[config.mk]
export PLATFORM = sky130hd
export DESIGN_NAME = sitp_div_stage
export DESIGN_NICKNAME = d
export VERILOG_FILES = /design/src/rtl/sitp_pkg.sv /design/src/rtl/sitp_div_stage.sv
export SDC_FILE = /design/constraint.sdc
export NUM_CORES = 1
export LEC_CHECK = 0
export BUFFER_PORTS_ARGS = -buffer_cell sky130_fd_sc_hd__buf_2
export CAP_MARGIN = 15
export CELL_PAD_IN_SITES_DETAIL_PLACEMENT = 1
export CELL_PAD_IN_SITES_GLOBAL_PLACEMENT = 1
export CORE_AREA = 2 2 197 199
export DETAILED_ROUTE_END_ITERATION = 12
export DIE_AREA = 0 0 199 201
export PLACE_DENSITY_LB_ADDON = 0.05
export SYNTH_ARGS = -nofsm -noshare
export SYNTH_HDL_FRONTEND = slang
export SYNTH_SLANG_ARGS = --single-unit
export TNS_END_PERCENT = 1
[constraint.sdc]
create_clock -name clk -period 4.2 [get_ports clk]
set_clock_uncertainty 0.15 [all_clocks]
set_input_delay 1.26 -clock clk [delete_from_list [all_inputs] [get_ports clk]]
set_output_delay 1.26 -clock clk [all_outputs]
set_load 0.01 [all_outputs]
[src/rtl/sitp_pkg.sv]
// shared types and constants for the segment intersection test and point unit
// no dependencies
`default_nettype none

package sitp_pkg;

  localparam int POINT_BITS = 48;

  // result request layout on the master side
  localparam int TOUCH_BIT  = 0;
  localparam int PAR_BIT    = 1;
  localparam int PX_LSB     = 2;
  localparam int PY_LSB     = PX_LSB + POINT_BITS;
  localparam int SAT_BIT    = PY_LSB + POINT_BITS;
  localparam int OUT_USED   = SAT_BIT + 1;
  localparam int OUT_BITS   = ((OUT_USED + 7) / 8) * 8;

  typedef struct packed {
    logic touch;
    logic parallel;
    logic neg_x;
    logic neg_y;
  } sitp_flags_t;

endpackage

`default_nettype wire

[src/rtl/sitp_div_stage.sv]
// one restoring division step for both coordinates, registered
// depends on sitp_pkg
`default_nettype none

module sitp_div_stage import sitp_pkg::*; #(
  parameter int COORD_BITS = 16,
  parameter int FRAC_BITS  = 16
) (
  input  wire                                 clk,
  input  wire                                 rst,
  input  wire                                 en,
  input  wire                                 in_valid,
  input  sitp_flags_t                         in_flags,
  input  wire  [2*COORD_BITS+3:0]             in_den,
  input  wire  [2*COORD_BITS+3:0]             in_rem_x,
  input  wire  [3*COORD_BITS+3+FRAC_BITS:0]   in_nq_x,
  input  wire  [2*COORD_BITS+3:0]             in_rem_y,
  input  wire  [3*COORD_BITS+3+FRAC_BITS:0]   in_nq_y,
  output logic                                out_valid,
  output sitp_flags_t                         out_flags,
  output logic [2*COORD_BITS+3:0]             out_den,
  output logic [2*COORD_BITS+3:0]             out_rem_x,
  output logic [3*COORD_BITS+3+FRAC_BITS:0]   out_nq_x,
  output logic [2*COORD_BITS+3:0]             out_rem_y,
  output logic [3*COORD_BITS+3+FRAC_BITS:0]   out_nq_y
);

  localparam int DD = 2 * COORD_BITS + 4;
  localparam int NQ = 3 * COORD_BITS + 4 + FRAC_BITS;

  logic [DD:0] tx, ty, dx;
  logic        gx, gy;

  // shift the next numerator bit into the remainder; quotient bits fill from below
  always_comb begin
    dx = {1'b0, in_den};
    tx = {in_rem_x, in_nq_x[NQ-1]};
    ty = {in_rem_y, in_nq_y[NQ-1]};
    gx = (tx >= dx);
    gy = (ty >= dx);
  end

  always_ff @(posedge clk) begin
    if (rst) begin
      out_valid <= 1'b0;
    end else if (en) begin
      out_valid <= in_valid;
    end
  end

  always_ff @(posedge clk) begin
    if (en) begin
      out_flags <= in_flags;
      out_den   <= in_den;
      out_rem_x <= gx ? DD'(tx - dx) : DD'(tx);
      out_rem_y <= gy ? DD'(ty - dx) : DD'(ty);
      out_nq_x  <= {in_nq_x[NQ-2:0], gx};
      out_nq_y  <= {in_nq_y[NQ-2:0], gy};
    end
  end

endmodule

`default_nettype wire

==> reports/metrics.cfg, run 1 <==
[status]
status=complete, no violations

[sta]
post-route-period-util=0.9046
tightest_slew_ps=564.6
finalHoldViolations=0
finalSetupTns_ps=0
post-route-min-period_ps=3799
setup_viol=0
slew_violations=0
rsz0062_at_grt=no
max_freq_mhz=263.2
fin_hold_ws_ps=343.7
slew_headroom=0.6236

[logic_synthesis]
yosys_warnings=0
synth_area_leaders=edfxtp_1, ha_1, a21oi_1, nand2_1, o21ai_0
netlist_area_sq_um=12580
synth_edf_count=248
seq_area_frac_synth=0.5937
yosysTopAreaCell=edfxtp_1
synth_fp_nets=1385
async_flop_share=0
syn_inst=1059
yosysTopAreaCellShare=0.5921
postSynthAreaPerCell_sq_um=11.88
ys_ff_latch=249
ys_types=69
synthFlopType=edfxtp_1

[route]
wl_per_cell_um=20.73
drt_iter0_markers=489
first_pass_iters=6
ant_nets=0
wl_mm=46.64
drc=0
vias_per_cell=4.833
routed-via-count=10875

[floorplanning]
die_area_sq_um=40000
die_height_um=201
start_util=0.3300
rows=72
core_sq_um=38110
io_pins=501
die_width_um=199

[clocking]
clkTransAtPathRegs_ps=60
cts_made_buffers=29
cts.path.max_buffers=3
hold_buffers=0
clock-sinks=249
htreeDepth=1
cts_tree=built
cts_setup_buffers=0
cts_root_buf=clkbuf_16
post_cts_resized=0
clk_latency_ps=550

[global_route]
grt.total_usage=0.2260
grt_pass1_vias=11327
grt_max_degree=60
grt_pass1_wl_mm=68.23
antenna_found_initial=11
grt.overflow.total=0

[layout]
fin_util=0.4648
drive_gt1_frac=0.4086
finalNetCount=2034
syn_to_final_growth_pct=40.82

[pwr]
powerDensity_nw_per_um2=412.5
ir_worst_vdd_uv=297.7
p_leak_nw=7.911
power.total_mw=7.305

[worst_setup_path]
crit_path_max_fanout=7
path_class=in2reg
rr_worst_depth=2
crit_required_ps=4340
startpoint_type=input port
crit_path_end_kind=register
crit_arrival_ps=3940

[placed_design]
place.gp.congestion=0.8697
port_buffers=500
hpwlAfterDp_mm=38.56

[hold_path]
hold_path_depth=2
hp-class=reg2reg

[job]
drv_cap=0

==> per-layer routing <==
metal  GRT usage  vias up  share of wire
met5           0        -         0.0020
met4     0.06796       14          0.026
met3     0.05242       69          0.066
met2      0.4090      308           0.51
met1      0.2633     5209           0.40
li1            -     5275              -
==> layout make-up <==
cell class / count / area, sq um
Fill cell: 4337 / 20400
Sequential cell: 249 / 7467
Multi-Input combinational cell: 716 / 4718
Timing Repair Buffer: 650 / 3701
Clock buffer: 34 / 744.5
Tap cell: 518 / 648.1
Inverter: 62 / 232.7
Clock inverter: 17 / 188.9
Antenna cell: 4 / 10.01
==> critical path: stages <==
cell	delay, ps
buf_2	120
inv_1	100
ha_1	410
nand2_1	140
nor2_1	140
nand4_1	100
or4_1	550
nor3_1	230
nor4_1	110
buf_4	150
o31ai_4	60
buf_4	220
mux2_1	330
==> cells by family (layout without fill, tap and decap cells) <==
| group | count (synthesis) | in the layout | synth area share |
|---|---|---|---|
| buffers and inverters | 94 | 763 | 0.03124 |
| DFF | 249 | 249 | 0.5937 |
| other | 0 | 4 | 0 |
| and+or+nand+nor | 274 | 274 | 0.1022 |
| xor gates and xnor gates | 53 | 53 | 0.03691 |
| muxes | 9 | 9 | 0.007859 |
| adders and majority gates | 74 | 74 | 0.07481 |
| AOI/OAI and AO/OA | 306 | 306 | 0.1533 |
==> synthesized netlist by cell type, drive strengths merged, types with 3 or more instances <==
master and instances:
o31ai 12, or3 5, a41o 3, a31oi 11, o21ai 77, o21bai 16, xnor2 33, mux2 7
or2 3, nor2 69, a2111oi 3, xor2 20, and3 11, edfxtp 248, and2 6, a211o 3
nor2b 8, inv 62, o21a 9, o41ai 4, clkbuf 16, nand3 17, o2111ai 3, or4 4
a21oi 111, ha 72, nand3b 3, nand2b 10, buf 16, and4 3, nor3 13, a21o 26
nand2 100, nand4 16, a211oi 9
==> power breakdown <==
part           switching [mW]  internal [mW]  leakage, nW
sequential             0.0649           3.04         2.44
clock                    1.02           1.50        0.446
combinational           0.954          0.726         5.03
total                    2.04           5.27         7.91
==> registers in the layout, indices dropped and copies added (netlist names) <==
signal and cells:
out_flags 4, out_rem_y 36, out_valid 1, out_rem_x 36, out_den 36, out_nq_y 68, out_nq_x 68
==> layout by cell type, fill, tap and decap left out, types with 26 or more instances in the layout <==
| cell type | instances |
|---|---|
| buf_4 | 145 |
| clkbuf_16 | 29 |
| a21o_1 | 26 |
| a21oi_1 | 110 |
| o21ai_0 | 68 |
| edfxtp_1 | 248 |
| nor2_1 | 69 |
| inv_1 | 62 |
| nand2_1 | 100 |
| buf_2 | 499 |
| xnor2_1 | 33 |
| ha_1 | 72 |
==> final timing paths <==
kind / slack [ps] / endpoint / start
worst max-delay path: 400 / out_rem_y[23] / in_den[21]
worst min-delay path: 340 / out_valid / out_valid
worst max register to register: 3470 / out_valid / out_valid
worst min register to register: 340 / out_valid / out_valid
==> stage by stage <==
step                      area, sq um  worst slack (ps)  cells
after detailed placement        16770            -196.4   2195
final                           17710             400.8   2250
after CTS                       17700             402.3   2246
after floorplan                 12580             305.8   1059
after global placement          16770            -112.1   2195
after global routing            17710             26.84   2249
(Power assumes the default switching activity.)
==> run 2: changes to the inputs <==
Settings changed: CORE_AREA 2 2 197 199 to default, CORE_ASPECT_RATIO from default to 0.9, CORE_MARGIN from default to 2, CORE_UTILIZATION from default to 34, DIE_AREA 0 0 199 201 to default.
Clock period 4.2 ns to 3.33 ns, I/O delays scaled along.
==> run 2 against run 1 <==
Net effect:
- register-to-register slack lost 870 ps
- sequential power grew 26%
- hold slack gained 4.8 ps
- routed wire length is the same
- global-route usage grew 0.90 points
- worst setup slack lost 390 ps
- via count grew 5.3%
- flip-flop and latch count is the same
==> reports/metrics.cfg, run 2 (synthesis gave the netlist of run 1 again) <==
[pwr]
p_seq_frac=0.419
p_int_mw=6.665
p_comb_frac=0.263
switchingPower_mw=2.686
power_frac_clock=0.317
ir_worst_vdd_uv=339.2
powerDensity_nw_per_um2=485.1
p_leak_nw=8.631
swShare=0.2872

[floorplanning]
die_area_sq_um=38550
io_pins=501
die_width_um=206.7
rows=66
core_sq_um=36330
die_height_um=186.5
start_util=0.3461

[sta]
max_freq_mhz=301.3
slew_violations=0
fin_hold_ws_ps=348.4
tightest_slew_ps=481.0
rsz0062_at_grt=yes
setup_viol=0
finalHoldViolations=0
post-route-min-period_ps=3319
post-route-period-util=0.9967
slew_headroom=0.6794

[clocking]
htreeDepth=1
clock-sinks=249
cts_root_buf=clkbuf_16
cts_tree=built
cts_made_buffers=29
hold_buffers=0
clkTransAtPathRegs_ps=70
cts.path.max_buffers=3
clk_latency_ps=560

[worst_setup_path]
cp_cell_sequence=buf_2 > inv_1 > ha_1 > buf_4 > and2_1 > o211ai_1 > nor2_1 > or3_4 > o21ai_4 > o31ai_4 > buf_6 > buf_12 > buf_4 > buf_4 > nor2_1 > a21oi_1
crit_path_max_incr_delay_ps=340
crit_path_max_fanout=6
crit_required_ps=3500
worst_path_most_repeated_cell=buf_4
critPathSlowestCell=ha_1
crit_path_end_kind=register
crit_arrival_ps=3490
path_class=in2reg
startpoint_type=input port

[placed_design]
place_area_sq_um=17790
place.gp.congestion=0.8854
hpwlAfterDp_mm=37.60
port_buffers=500

[hold_path]
hp-class=reg2reg

[route]
drc=0
vias_per_cell=4.886
wl_per_cell_um=19.91
routed-via-count=11447
ant_nets=0
wl_mm=46.64
first_pass_iters=4
drt_iter0_markers=488

[global_route]
grt_pass1_wl_mm=69.80
grt.overflow.total=0
grt_pass1_vias=12035
grt.total_usage=0.2351
antenna_found_initial=5
grt_max_degree=62

[layout]
drive_gt1_frac=0.4979
fillCellCount=4159
final_common_cell=buf_2
reg_top3=out_nq_x (68), out_nq_y (68)
final_area_sq_um=19280
final_cell_mix=buf_2, buf_4, edfxtp_1
fin_util=0.5306
finalNetCount=2168
syn_to_final_growth_pct=53.28

[status]
status=complete, no violations

[job]
drv_cap=0

run 2: final timing paths:
check | start | to | slack (ps) | cells past startpoint
worst min-delay path | out_valid | out_valid | 350 | 2
worst min register to register | out_valid | out_valid | 350 | 2
worst max register to register | out_valid | out_valid | 2600 | 2
worst max-delay path | in_den[21] | out_rem_y[14] | 10 | 16
run 2: layout make-up:
class / instances / area [sq um] / area share
flip-flops and latches: 249 / 7467 / 0.3873
multi-input cells: 716 / 5290 / 0.2744
repair buffers: 784 / 4801 / 0.2490
clock buffers: 33 / 740.7 / 0.03842
well taps: 476 / 595.6 / 0.03089
inverters: 62 / 245.2 / 0.01272
clock inverters: 18 / 126.4 / 0.006555
diodes: 5 / 12.51 / 0.0006490
run 2: power groups by stage:
stage | combinational [mW] | sequential [mW] | clock (mW)
after floorplan | 0.872 | 4.17 | 0
after CTS | 2.41 | 3.93 | 3.05
final | 2.46 | 3.92 | 2.97
after detailed placement | 2.33 | 3.99 | 0
after global placement | 2.28 | 3.98 | 0
after global routing | 2.69 | 3.96 | 3.16
run 2: worst max-delay path, delay by kind of cell:
kind	cells	cell delay (ps)
adder cells (fa/ha/maj)	1	340
buffers and inverters	7	930
AO/OA/AOI/OAI	4	500
AND/OR/NAND/NOR	4	710
run 2: per-stage QoR:
stage	instances	setup WS, ps	total power, mW	TNS (ps)
floorplan	1059	-181.4	5.038	-8127
global placement	2277	-852.4	6.259	-40160
detailed placement	2277	-893.6	6.319	-44130
CTS	2334	-7.336	9.392	-8.162
global route	2340	-87.90	9.800	-406.3
finish	2343	11.12	9.352	0
run 2: per-layer routing:
metal	GRT usage	vias up	share of wire
met5	0	-	0
met4	0.05537	0	0.021
met3	0.04803	60	0.063
met2	0.4177	338	0.50
met1	0.2906	5503	0.42
li1	-	5546	-
run 2: what timing repair did:
action	CTS	global route
endpoints found under the setup margin	47	58
resized for setup	50	54
pin swaps	13	20
gates cloned	1	0
setup buffers	5	4
==> run 3: changes to the inputs <==
Clock period 3.33 ns to 2.74 ns, I/O delays scaled along.
==> run 3 against run 2 <==
Net effect:
- the flow now finishes with violations (setup timing)
- critical path depth decreased by 3
- cell area grew 3.3%
- non-clock buffer count grew 40
- register-to-register slack got worse by 610 ps
- critical path type unchanged
==> reports/metrics.cfg, run 3 (synthesis gave the netlist of run 1 again) <==
[status]
violations=setup timing
status=complete, but fails checks

[placed_design]
dp.cells=2308
place.gp.congestion=0.8724
port_buffers=500
place_area_sq_um=17980
hpwlAfterDp_mm=38.35

[route]
ant_nets=0
drc=0
first_pass_iters=4
drt_iter0_markers=555
vias_per_cell=4.883
wl_per_cell_um=20.22
wl_mm=48.11
routed-via-count=11616

[pwr]
p_seq_frac=0.417
p_int_mw=8.172
ir_worst_vdd_uv=536.2
power_frac_clock=0.305
power.total_mw=11.44
powerDensity_nw_per_um2=574.3
p_comb_frac=0.278
p_leak_nw=8.877
swShare=0.2854
switchingPower_mw=3.264

[layout]
fillCellCount=4030
syn_to_final_growth_pct=58.34
final_area_sq_um=19910
final_common_cell=buf_2
drive_gt1_frac=0.5316
final_cell_mix=buf_2, buf_4, edfxtp_1
finalNetCount=2207
layoutNonFillerInstCount=2379
multi_input_area_sq_um=5527
reg_top3=out_nq_x (68), out_nq_y (68)
seq_area_sq_um=7467

[sta]
fin_ws_ps=-317.4
fin_hold_ws_ps=285.9
post-route-period-util=1.116
max_freq_mhz=327.1
rsz0062_at_grt=yes
post-route-min-period_ps=3057
finalHoldViolations=0
slew_headroom=0.7127
slew_violations=0
setup_viol=74
tightest_slew_ps=427.6
finalSetupTns_ps=-16960

[clocking]
cts_made_buffers=28
clkTransAtPathRegs_ps=60
cts.path.max_buffers=3
htreeDepth=1
clk_latency_ps=550
cts_root_buf=clkbuf_16
clock-sinks=249
cts_tree=built
hold_buffers=0

[global_route]
grt_pass1_wl_mm=71.69
grt.overflow.total=0
antenna_found_initial=6
grt_pass1_vias=12453
grt.total_usage=0.2413
grt_max_degree=64

[worst_setup_path]
crit_path_end_kind=register
path_buf_inv=5
rr_startpoint=out_valid
worst_path_most_repeated_cell=buf_6
crit_path_max_fanout=7
crit_required_ps=2890
reg2reg_to=out_valid
crit_cells=13
cp_cell_sequence=buf_8 > inv_6 > ha_4 > buf_6 > nand3_4 > or3_4 > a211o_1 > a21oi_4 > o21ai_4 > o31ai_4 > buf_6 > buf_12 > mux2_4
path_class=in2reg
crit_path_max_incr_delay_ps=380
cp-endpoint=out_rem_y[12]
crit_arrival_ps=3210
rr_worst_depth=2
rrSetupSlack_ps=1990
startpoint_type=input port
crit_family=compound AO/OA/AOI/OAI gates
critPathSlowestCell=or3_4
crit_path_start=in_den[11]

[floorplanning]
die_area_sq_um=38550
rows=66
core_sq_um=36330
io_pins=501
die_width_um=206.7
start_util=0.3461
die_height_um=186.5

[job]
drv_cap=0

[hold_path]
hp-class=in2reg

-- run 3: how the worst min path moves through the flow --
stage / startpoint / end / slack (ps) / cells after the start
floorplan: out_valid / out_valid / 380 / 2
finish: rst / out_valid / 290 / 2
detailed placement: out_valid / out_valid / 370 / 2
global placement: out_valid / out_valid / 320 / 2
global route: rst / out_valid / 250 / 2
CTS: rst / out_valid / 260 / 2
-- run 3: repair_timing --
action | 4_1_cts | 5_1_grt
resized for setup | 139 | 76
buffers inserted | 9 | 10
setup endpoints to repair | 74 | 74
gates cloned | 2 | 0
pin swaps | 39 | 32
-- run 3: layer usage --
layer | vias to the layer above | share of wire | track usage | wire length (um)
met5 | - | 0.00052 | 0 | 25
met1 | 5608 | 0.41 | 0.2977 | 19880
met4 | 4 | 0.024 | 0.05756 | 1153
li1 | 5616 | - | - | -
met2 | 329 | 0.51 | 0.4298 | 24330
met3 | 59 | 0.057 | 0.04855 | 2727
-- run 3: through the flow --
| stage | setup slack (ps) | utilization |
|---|---|---|
| floorplan | -594.4 | - |
| global placement | -1253 | 0.4949 |
| detailed placement | -1301 | 0.4949 |
| CTS | -324.0 | 0.5399 |
| global route | -408.9 | 0.5480 |
| finish | -317.4 | 0.5481 |
-- run 3: final cells by class --
| class | count | share of cell area |
|---|---|---|
| tap | 476 | 0.02991 |
| multi-input combinational | 716 | 0.2775 |
| sequential | 249 | 0.3750 |
| antenna | 3 | 0.0003770 |
| clock buffer | 37 | 0.03688 |
| inverter | 62 | 0.01307 |
| clock inverter | 12 | 0.005215 |
| timing repair buffer | 824 | 0.2621 |
-- run 3: power by group through the flow --
stage	clock network, mW	registers (mW)	logic [mW]
after detailed placement	0	4.85	2.86
after CTS	3.60	4.78	3.09
after global routing	3.75	4.81	3.45
after global placement	0	4.84	2.80
final	3.49	4.77	3.18
after floorplan	0	5.06	1.06
